==> config.mk <==
export PLATFORM = sky130hd
export DESIGN_NAME = modular_exponentiation
export DESIGN_NICKNAME = d
export VERILOG_FILES = /design/src/hdl/mexp_pkg.sv /design/src/hdl/mexp_datapath.sv /design/src/hdl/mexp_ctrl.sv /design/src/hdl/modular_exponentiation.sv
export SDC_FILE = /design/constraint.sdc
export NUM_CORES = 1
export LEC_CHECK = 0
export BUFFER_PORTS_ARGS = -buffer_cell sky130_fd_sc_hd__buf_2
export CORE_ASPECT_RATIO = 0.8
export CORE_MARGIN = 2
export CORE_UTILIZATION = 59
export CTS_BUF_LIST = sky130_fd_sc_hd__clkbuf_2
export DETAILED_ROUTE_END_ITERATION = 16
export PLACE_DENSITY = 0.79
export SETUP_SLACK_MARGIN = 0.02
export SLEW_MARGIN = 5
export SYNTH_ARGS = -nofsm -noshare
export SYNTH_HDL_FRONTEND = slang
export SYNTH_SLANG_ARGS = --single-unit
==> constraint.sdc <==
create_clock -name clk -period 15.1 [get_ports clk]
set_clock_uncertainty 0.15 [all_clocks]
set_input_delay 4.53 -clock clk [delete_from_list [all_inputs] [get_ports clk]]
set_output_delay 4.53 -clock clk [all_outputs]
set_load 0.05 [all_outputs]
==> src/hdl/mexp_pkg.sv <==
`timescale 1ns / 1ps

package mexp_pkg;

    localparam int WIDTH_DEFAULT = 32;

    typedef enum logic [2:0] {
        ST_IDLE,
        ST_REDUCE,
        ST_ROUND,
        ST_MUL,
        ST_SQR,
        ST_FINISH
    } state_t;

    // Which modular product the shared multiplier works on this cycle
    typedef enum logic [1:0] {
        OP_NONE,
        OP_REDUCE,
        OP_MUL,
        OP_SQR
    } op_t;

    typedef struct packed {
        logic load;
        op_t  op;
        logic e_shift;
        logic out_load;
    } cmd_t;

    typedef struct packed {
        logic mul_last;
        logic e_zero;
        logic e_bit0;
    } sts_t;

endpackage

==> src/hdl/mexp_datapath.sv <==
`timescale 1ns / 1ps

module mexp_datapath #(
    parameter int WIDTH = mexp_pkg::WIDTH_DEFAULT
) (
    input  logic               clk,
    input  logic               rst_n,
    input  logic               modulus_wr_en,
    input  logic [WIDTH-1:0]   modulus_wr_data,
    input  logic [WIDTH-1:0]   base_value,
    input  logic [WIDTH-1:0]   exponent,
    input  mexp_pkg::cmd_t     cmd,
    output mexp_pkg::sts_t     sts,
    output logic [WIDTH-1:0]   power_result
);

    localparam int CW = $clog2(WIDTH);

    logic [WIDTH-1:0] mod_reg;
    logic [WIDTH-1:0] b_reg;
    logic [WIDTH-1:0] e_reg;
    logic [WIDTH-1:0] r_reg;
    logic [WIDTH-1:0] acc_reg;
    logic [WIDTH-1:0] mpd_reg;
    logic [WIDTH-1:0] mpr_reg;
    logic [WIDTH-1:0] res_reg;
    logic [CW-1:0]    cnt_reg;
    logic [CW-1:0]    cnt_next;

    logic             mod_zero;
    logic             step;
    logic             last;
    logic [WIDTH-1:0] mpd_cur;
    logic [WIDTH-1:0] mpr_cur;
    logic [WIDTH-1:0] acc_cur;
    logic [WIDTH-1:0] dbl;
    logic [WIDTH-1:0] acc_next;

    // (x + y) mod m for x, y below m; a zero modulus wraps to WIDTH bits
    function automatic logic [WIDTH-1:0] add_mod(
        input logic [WIDTH-1:0] x,
        input logic [WIDTH-1:0] y,
        input logic [WIDTH-1:0] m,
        input logic             wrap
    );
        logic [WIDTH:0] s;
        logic [WIDTH:0] d;
        s = {1'b0, x} + {1'b0, y};
        d = s - {1'b0, m};
        if (wrap)
            add_mod = s[WIDTH-1:0];
        else if (s >= {1'b0, m})
            add_mod = d[WIDTH-1:0];
        else
            add_mod = s[WIDTH-1:0];
    endfunction

    assign mod_zero = (mod_reg == '0);
    assign step     = (cmd.op != mexp_pkg::OP_NONE);
    assign last     = (cnt_reg == CW'(WIDTH - 1));

    // First step of a product takes its operands straight from the source registers (a constant 1 for the reduction)
    always_comb
    begin
        case (cmd.op)
            mexp_pkg::OP_REDUCE: mpd_cur = WIDTH'(1);
            mexp_pkg::OP_MUL:    mpd_cur = r_reg;
            mexp_pkg::OP_SQR:    mpd_cur = b_reg;
            default:             mpd_cur = b_reg;
        endcase
        if (cnt_reg != '0)
        begin
            mpd_cur = mpd_reg;
        end
        mpr_cur  = (cnt_reg == '0) ? b_reg : mpr_reg;
        acc_cur  = (cnt_reg == '0) ? '0 : acc_reg;
        dbl      = add_mod(acc_cur, acc_cur, mod_reg, mod_zero);
        acc_next = mpr_cur[WIDTH-1] ? add_mod(dbl, mpd_cur, mod_reg, mod_zero) : dbl;
        cnt_next = last ? '0 : cnt_reg + CW'(1);
    end

    always_ff @(posedge clk or negedge rst_n)
    begin
        if (!rst_n)
        begin
            mod_reg <= WIDTH'(1);
            cnt_reg <= '0;
        end
        else
        begin
            if (modulus_wr_en)
            begin
                mod_reg <= modulus_wr_data;
            end
            if (cmd.load)
            begin
                cnt_reg <= '0;
            end
            else if (step)
            begin
                cnt_reg <= cnt_next;
            end
        end
    end

    always_ff @(posedge clk)
    begin
        if (cmd.load)
        begin
            b_reg <= base_value;
            e_reg <= exponent;
            r_reg <= WIDTH'(1);
        end
        else
        begin
            if (step)
            begin
                acc_reg <= acc_next;
                mpd_reg <= mpd_cur;
                mpr_reg <= {mpr_cur[WIDTH-2:0], 1'b0};
                // Retire the finished product into its destination
                if (last)
                begin
                    if (cmd.op == mexp_pkg::OP_MUL)
                        r_reg <= acc_next;
                    else
                        b_reg <= acc_next;
                end
            end
            if (cmd.e_shift)
            begin
                e_reg <= {1'b0, e_reg[WIDTH-1:1]};
            end
        end
        if (cmd.out_load)
        begin
            res_reg <= r_reg;
        end
    end

    assign sts.mul_last  = last;
    assign sts.e_zero    = (e_reg == '0);
    assign sts.e_bit0    = e_reg[0];
    assign power_result  = res_reg;

endmodule

==> src/hdl/mexp_ctrl.sv <==
`timescale 1ns / 1ps

module mexp_ctrl (
    input  logic             clk,
    input  logic             rst_n,
    input  logic             in_valid,
    output logic             in_ready,
    output logic             out_valid,
    input  logic             out_ready,
    input  mexp_pkg::sts_t   sts,
    output mexp_pkg::cmd_t   cmd
);

    mexp_pkg::state_t state_reg;
    mexp_pkg::state_t state_next;
    logic             out_valid_reg;
    logic             out_valid_next;

    always_ff @(posedge clk or negedge rst_n)
    begin
        if (!rst_n)
        begin
            state_reg     <= mexp_pkg::ST_IDLE;
            out_valid_reg <= 1'b0;
        end
        else
        begin
            state_reg     <= state_next;
            out_valid_reg <= out_valid_next;
        end
    end

    always_comb
    begin
        state_next     = state_reg;
        out_valid_next = out_valid_reg && !out_ready;
        cmd            = '0;
        cmd.op         = mexp_pkg::OP_NONE;
        case (state_reg)
            mexp_pkg::ST_IDLE:
            begin
                if (in_valid)
                begin
                    cmd.load   = 1'b1;
                    state_next = mexp_pkg::ST_REDUCE;
                end
            end
            mexp_pkg::ST_REDUCE:
            begin
                cmd.op = mexp_pkg::OP_REDUCE;
                if (sts.mul_last)
                    state_next = mexp_pkg::ST_ROUND;
            end
            mexp_pkg::ST_ROUND:
            begin
                // Stop once no set exponent bits remain
                if (sts.e_zero)
                    state_next = mexp_pkg::ST_FINISH;
                else if (sts.e_bit0)
                    state_next = mexp_pkg::ST_MUL;
                else
                    state_next = mexp_pkg::ST_SQR;
            end
            mexp_pkg::ST_MUL:
            begin
                cmd.op = mexp_pkg::OP_MUL;
                if (sts.mul_last)
                    state_next = mexp_pkg::ST_SQR;
            end
            mexp_pkg::ST_SQR:
            begin
                cmd.op = mexp_pkg::OP_SQR;
                if (sts.mul_last)
                begin
                    cmd.e_shift = 1'b1;
                    state_next  = mexp_pkg::ST_ROUND;
                end
            end
            mexp_pkg::ST_FINISH:
            begin
                // Hold until the output register is free
                if (!out_valid_reg || out_ready)
                begin
                    cmd.out_load   = 1'b1;
                    out_valid_next = 1'b1;
                    state_next     = mexp_pkg::ST_IDLE;
                end
            end
            default:
            begin
                state_next = mexp_pkg::ST_IDLE;
            end
        endcase
    end

    assign in_ready  = (state_reg == mexp_pkg::ST_IDLE);
    assign out_valid = out_valid_reg;

endmodule

==> src/hdl/modular_exponentiation.sv <==
// Computation: the shared bit-serial modular multiplier, one multiplier bit per cycle, first reduces
//   the base, then for each exponent bit from the LSB multiplies (if the bit is set) and squares.
// Throughput: one transaction at a time; the next is taken while a result waits on out_ready.
// Reset: rst_n asynchronous, active low; clears control and sets the modulus to 1.
`timescale 1ns / 1ps

module modular_exponentiation #(
    parameter int WIDTH = mexp_pkg::WIDTH_DEFAULT
) (
    input  logic             clk,
    input  logic             rst_n,
    input  logic             modulus_wr_en,
    input  logic [WIDTH-1:0] modulus_wr_data,
    input  logic             in_valid,
    output logic             in_ready,
    input  logic [WIDTH-1:0] base_value,
    input  logic [WIDTH-1:0] exponent,
    output logic             out_valid,
    input  logic             out_ready,
    output logic [WIDTH-1:0] power_result
);

    mexp_pkg::cmd_t cmd;
    mexp_pkg::sts_t sts;

    mexp_ctrl u_ctrl (
        .clk       (clk),
        .rst_n     (rst_n),
        .in_valid  (in_valid),
        .in_ready  (in_ready),
        .out_valid (out_valid),
        .out_ready (out_ready),
        .sts       (sts),
        .cmd       (cmd)
    );

    mexp_datapath #(
        .WIDTH (WIDTH)
    ) u_datapath (
        .clk             (clk),
        .rst_n           (rst_n),
        .modulus_wr_en   (modulus_wr_en),
        .modulus_wr_data (modulus_wr_data),
        .base_value      (base_value),
        .exponent        (exponent),
        .cmd             (cmd),
        .sts             (sts),
        .power_result    (power_result)
    );

endmodule

## Word level (Yosys, flattened, before mapping)

Cells that the tools add are included.
Widths: inputs -> output; s select.

- $add $sub $neg: 5
- Multiply operators: 0
- Div/mod/pow operators: 0
- $lt $le $gt $ge: 2
- Equal/unequal tests: 13
- Shifts and indexed selects: 0
- Multiplexer cells: 34
- Bitwise gates (word level): 1
- Reduce and logical (&&, ||, !) cells: 18

Operator list:

| operator | number |
|---|---|
| $mux 32 | 14 |
| $add 32x32->33 | 2 |
| $ge 33x32->1 | 2 |
| $logic_not 32->1 | 2 |
| $pmux 32 s2 | 1 |
| $sub 32x32->32 | 2 |
| $mux 3 | 6 |
| $mux 5 | 3 |
| $pmux 3 s5 | 1 |
| $mux 1 | 8 |
| $reduce_bool 2->1 | 4 |
| $eq 3x2->1 const B | 2 |
| $eq 3x3->1 const B | 2 |
| $ne 2x1->1 const B | 3 |
| $pmux 2 s3 | 1 |
| $reduce_and 3->1 | 2 |
| $add 5x1->5 const B | 1 |
| $eq 5x5->1 const B | 1 |
| $logic_not 5->1 | 1 |
| $reduce_bool 5->1 | 1 |
| $ne 2x2->1 const B | 2 |
| $reduce_and 4->1 | 1 |
| $eq 3x1->1 const B | 1 |
| $logic_not 3->1 | 1 |
| other kinds (8) | 9 |

- Register bits after elaboration: 264
- Bits in latches: 0
- Bits in writable memories: 0
- ROM bits: 0
- Memories kept: 0

## Depth between registers and ports, before layout

- Depth in word-level cells: 15
- Depth in mapped cells: 44
- Depth with buffers taken out: 35

## Hierarchy

A second synthesis with hierarchy kept.

- Cells, all modules: 1884
- Area, all modules: 17559.3 um^2

Modules (own cells, without submodules):

| module | times used | cells each | area each (um^2) | seq. area each (um^2) |
|---|---|---|---|---|
| mexp_datapath | 1 | 1848 | 17275.3 | 7303.3 |
| mexp_ctrl | 1 | 36 | 284.0 | 100.1 |

## Least setup slack after synthesis

Ideal clock, no wire load.

- Path type: reg-to-reg
- Start point: register u_datapath.cnt_reg[0]
- End point: register u_datapath.b_reg[4] (data pin)
- Library setup time: 0.260 ns
- Arrival time: 8.659 ns
- Path slack: 6.031 ns
- Cell stages (with the launch flop): 40
- Period minus slack after synthesis: 9.069 ns
- Cells stage by stage: dfrtp_1 > inv_1 > ha_1 > or4b_4 > buf_2 > clkbuf_1 > clkbuf_1 > nand2_1 > inv_1 > ha_1 > nor2b_1 > o311a_1 > nor4_4 > o211a_4 > o311a_4 > o21ba_4 > nor2_2 > buf_4 > [4 not listed] > o21ai_0 > o211ai_1 > a21boi_0 > a2111oi_0 > o31a_1 > nor2_1 > ha_1 > clkbuf_1 > nand2_1 > o21ai_0 > a2111oi_4 > nor4b_2 > or2_1 > buf_6 > buf_12 > mux2_4 > mux2_4 > mux2_4

- Cells in the longest elaborated chain, start to end: 15
- Elaborated cells between the ends (all ways): 20
- Those cells by class: 4 x add/sub; 2 x order compare; 12 x mux; 2 x reduce/logical

Ends and longest elaborated chain:

| element | RTL line | RTL |
|---|---|---|
| start: declaration | mexp_datapath.sv:27 | `logic [CW-1:0] cnt_reg;` |
| start signal: assignment | mexp_datapath.sv:101 | `cnt_reg <= cnt_next;` |
| $logic_not 5->1 | mexp_datapath.sv:75, mexp_datapath.sv:76 |  |
| $mux 32 | mexp_datapath.sv:76 | `acc_cur = (cnt_reg == '0) ? '0 : acc_reg;` |
| $add 32x32->33 | mexp_datapath.sv:48 | `s = {1'b0, x} + {1'b0, y};` |
| $sub 32x32->32 or $ge 33x32->1 (tied branches) | mexp_datapath.sv:49, mexp_datapath.sv:52 |  |
| $mux 32 | mexp_datapath.sv:52 | `else if (s >= {1'b0, m})` |
| $mux 32 | mexp_datapath.sv:50 | `if (wrap)` |
| $add 32x32->33 | mexp_datapath.sv:48 |  |
| $sub 32x32->32 or $ge 33x32->1 (tied branches) | mexp_datapath.sv:49, mexp_datapath.sv:52 |  |
| $mux 32 | mexp_datapath.sv:52 |  |
| $mux 32 | mexp_datapath.sv:50 |  |
| $mux 32 (*) | mexp_datapath.sv:78 | `acc_next = mpr_cur[WIDTH-1] ? add_mod(dbl, mpd_cur, mod_reg, mod_zero) : dbl;` |
| via u_datapath.acc_next[4] | mexp_datapath.sv:37 | `logic [WIDTH-1:0] acc_next;` |
| $mux 32 (*) | mexp_datapath.sv:124 | `if (cmd.op == mexp_pkg::OP_MUL)` |
| $mux 32 (*) | mexp_datapath.sv:122 | `if (last)` |
| $mux 32 (*) | mexp_datapath.sv:116 | `if (step)` |
| $mux 32 (*) | mexp_datapath.sv:108 | `if (cmd.load)` |
| end signal: assignment | mexp_datapath.sv:110 | `b_reg <= base_value;` |
| end signal: assignment | mexp_datapath.sv:127 | `b_reg <= acc_next;` |
| end: declaration | mexp_datapath.sv:20 | `logic [WIDTH-1:0] b_reg;` |

Mark *: on every way through the listed nets, which the timed path passes. The rest lies on a longest branch. The select of a mux whose other input is x is not followed.
A chain may end at the register's enable or synchronous reset.

## Worst setup path after layout

- Start point: register u_datapath.cnt_reg[0]
- End point: register u_datapath.b_reg[13] (data pin)

Same word-level chain as after synthesis.

==> impl_metrics.env <==
export IMPL_syn_area_mm2=0.01749
export IMPL_period_minus_slack_ns=10.66
export IMPL_path_clk_slew_ns=0.10
export IMPL_crit_path_start="u_datapath.cnt_reg[0]$_DFFE_PN0P_"
export IMPL_rsz0062_at_grt="no"
export IMPL_grtUsageMet3_pct=4.985
export IMPL_track_usage_pct=33.26
export IMPL_status="finished, final reports clean"
export IMPL_yosysWarnings=0
export IMPL_grt_use_met1_pct=46.01
export IMPL_clk_latency_ns=0.92
export IMPL_routabilityCongestion=0.9952
export IMPL_syn_nets=2085
export IMPL_synthToLayoutAreaGrowth_pct=8.554
export IMPL_syn_area_per_cell_um2=9.291
export IMPL_cts_buffer_depth=3
export IMPL_drtAntennaViolNets=0
export IMPL_grtUsageMet2_pct=51.94
export IMPL_dp_hpwl_um=37890
export IMPL_preCtsSetupSlack_ns=4.726
export IMPL_setup_tns_ns=0
export IMPL_tightest_slew_ns=1.025
export IMPL_die_h_um=158.0
export IMPL_whs_ns=0.3142
export IMPL_crit_fanout=33
export IMPL_dr_total_vias=15080
export IMPL_setup_viol=0
export IMPL_io_pin_count=135
export IMPL_setup_slack_ns=4.441
export IMPL_port_buffer_count=134
export IMPL_coreArea_mm2=0.02922
export IMPL_cts_sinks=264
export IMPL_htreeDepth=3
export IMPL_fp_row_count=56
export IMPL_slowest_stage="or4b_4"
export IMPL_wl_per_cell_um=21.30
export IMPL_cts_buffers=67
export IMPL_hp_class="reg -> reg"
export IMPL_cts_hold_buf=0
export IMPL_max_stage_delay_ns=0.68
export IMPL_antenna_found_initial=1
export IMPL_final_max_slew_viol_count=0
export IMPL_synthCells=1883
export IMPL_drive_above_1_share_pct=16.81
export IMPL_grt_max_degree=95
export IMPL_cp_start_kind="register"
export IMPL_grt_ovfl_total=0
export IMPL_worstReg2RegStart="u_datapath.cnt_reg[0]$_DFFE_PN0P_"
export IMPL_synth_seq_cells=264
export IMPL_worstHoldStart="u_datapath.r_reg[8]$_SDFFE_PP0P_"
export IMPL_ys_seq_area_share_pct=42.32
export IMPL_cts_root_buf="clkbuf_2"
export IMPL_r2r_setup_slack_ns=4.44
export IMPL_first_iter_violations=1338
export IMPL_cp_required_ns=15.53
export IMPL_fmax_mhz=93.82
export IMPL_hold_viol_final=0
export IMPL_vias_per_cell=6.191
export IMPL_start_util_pct=59.87
export IMPL_synth_edf_count=191
export IMPL_ctsResizeCount=0
export IMPL_drcViolationCount=0
export IMPL_die_w_um=196.5
export IMPL_fill_cells=2450
export IMPL_first_global_vias=14270
export IMPL_drt_first_pass_iters=8
export IMPL_cp_arrival_ns=11.08
export IMPL_postCtsSetupRepairBufs=0
export IMPL_slew_headroom_pct=31.65
export IMPL_fin_crit_sh_pct=70.59
export IMPL_layout_nets=2206
export IMPL_synth_distinct_cells=91
export IMPL_cts_tree="built"
export IMPL_path_class="reg -> reg"
export IMPL_critPathMostFrequentCell="ha_1"
export IMPL_synth_async_reset_ratio_pct=15.53
export IMPL_grt_first_pass_wirelength_um=79330
export IMPL_synthFlopType="edfxtp_1"
export IMPL_worst_setup_path_end_kind="register"
export IMPL_busiest_layer="met2"
export IMPL_wl_um=51900
export IMPL_die_area_mm2=0.03105
export IMPL_cap_violations=0
[layer usage]
metal,up-vias,share of wire (%)
li1,7094,-
met2,702,45
met3,114,7.0
met4,0,4.0
met5,-,0
met1,7172,44
[layout by cell type, fill, tap and decap left out, types with 10 or more instances in the layout]
cell / instances
nor3_1: 18
a31oi_1: 40
mux2i_1: 20
mux2_4: 19
clkinv_1: 18
xnor2_1: 54
nand2b_1: 10
buf_4: 15
clkbuf_2: 98
nor4_1: 23
o31ai_1: 19
nor2_1: 107
dfxtp_1: 32
inv_1: 81
o211ai_1: 16
buf_2: 134
and3_1: 31
nand2_1: 348
o21bai_1: 14
a21oi_1: 96
mux2_2: 36
nand3_1: 70
nand4_1: 16
and2_1: 35
a21o_1: 57
edfxtp_1: 191
xor2_1: 30
dfrtp_1: 40
o21a_1: 23
o21ai_0: 100
ha_1: 98
a211oi_1: 11
nor2b_1: 12
o21ai_1: 13
[kinds of logic after synthesis]
kind of cell | after synthesis | synth area share (%)
AOI/OAI and AO/OA | 465 | 17.82
and+or+nand+nor | 707 | 18.47
muxes | 83 | 5.607
buffers and inverters | 178 | 4.177
DFF | 264 | 42.32
xor gates and xnor gates | 84 | 4.205
adders and majority gates | 102 | 7.410
[worst max-delay path: cells and delay by family, from the launching register on]
kind                     cells  cell delay (ns)
flip-flops                   1             0.42
adder cells (fa/ha/maj)      4             1.26
AND/OR/NAND/NOR              7             2.06
AO/OA/AOI/OAI               15             4.72
multiplexers                 4             1.32
buffers and inverters        2             0.39
[through the flow]
stage               cells  utilization [%]  instance area [um^2]
finish               2436            65.00                 18990
global route         2436            65.00                 18990
detailed placement   2312            62.86                 18370
global placement     2312            62.86                 18370
CTS                  2435            64.99                 18990
floorplan            1883                -                 17490
[path summary, 6_finish.rpt]
check | to | depth (start not counted)
setup reg to reg | u_datapath.b_reg[13]$_DFFE_PP_ | 32
hold reg to reg | u_datapath.power_result[8]$_DFFE_PP_ | 0
hold / removal | u_datapath.power_result[8]$_DFFE_PP_ | 0
min in group asynchronous | u_datapath.mod_reg[27]$_DFFE_PN0P_ | 1
max in group asynchronous | u_ctrl.state_reg[1]$_DFFE_PN0P_ | 1
setup / recovery | u_datapath.b_reg[13]$_DFFE_PP_ | 32
[cell usage after synthesis, types with 13 or more instances]
| cell | count | area, um^2 |
|---|---|---|
| clkbuf_1 | 82 | 307.8 |
| mux2_4 | 19 | 285.3 |
| o21ai_0 | 100 | 500.5 |
| inv_1 | 81 | 304.0 |
| mux2_2 | 36 | 405.4 |
| and3_1 | 31 | 193.9 |
| nor3_1 | 18 | 90.09 |
| o21ai_1 | 13 | 65.06 |
| dfrtp_1 | 40 | 1001 |
| ha_1 | 98 | 1226 |
| and2_1 | 35 | 219.0 |
| dfxtp_1 | 32 | 640.6 |
| xor2_1 | 30 | 262.8 |
| o21a_1 | 23 | 172.7 |
| nor2_1 | 109 | 409.1 |
| o211ai_1 | 16 | 120.1 |
| a21oi_1 | 97 | 485.5 |
| nand2_1 | 349 | 1310 |
| a31oi_1 | 40 | 250.2 |
| a21o_1 | 57 | 427.9 |
| xnor2_1 | 54 | 473.0 |
| nor4_1 | 23 | 143.9 |
| nand3_1 | 70 | 350.3 |
| o21bai_1 | 14 | 105.1 |
| o31ai_1 | 19 | 142.6 |
| edfxtp_1 | 191 | 5736 |
| nand4_1 | 16 | 100.1 |
| mux2i_1 | 20 | 200.2 |
| nor2b_1 | 13 | 81.33 |
[cell type report]
type                            count  area [um^2]  share of cell area [%]
Multi-Input combinational cell   1441         9405                   49.53
Clock buffer                       98        490.5                   2.583
Inverter                           81        304.0                   1.601
Antenna cell                        1        2.502                 0.01318
Timing Repair Buffer              149        783.3                   4.124
Sequential cell                   264         7403                   38.98
Clock inverter                     25        130.1                  0.6852
Tap cell                          377        471.7                   2.484
Power is not shown: default switching activity piles up to over one toggle a cycle in this logic, so the estimate is an artifact.
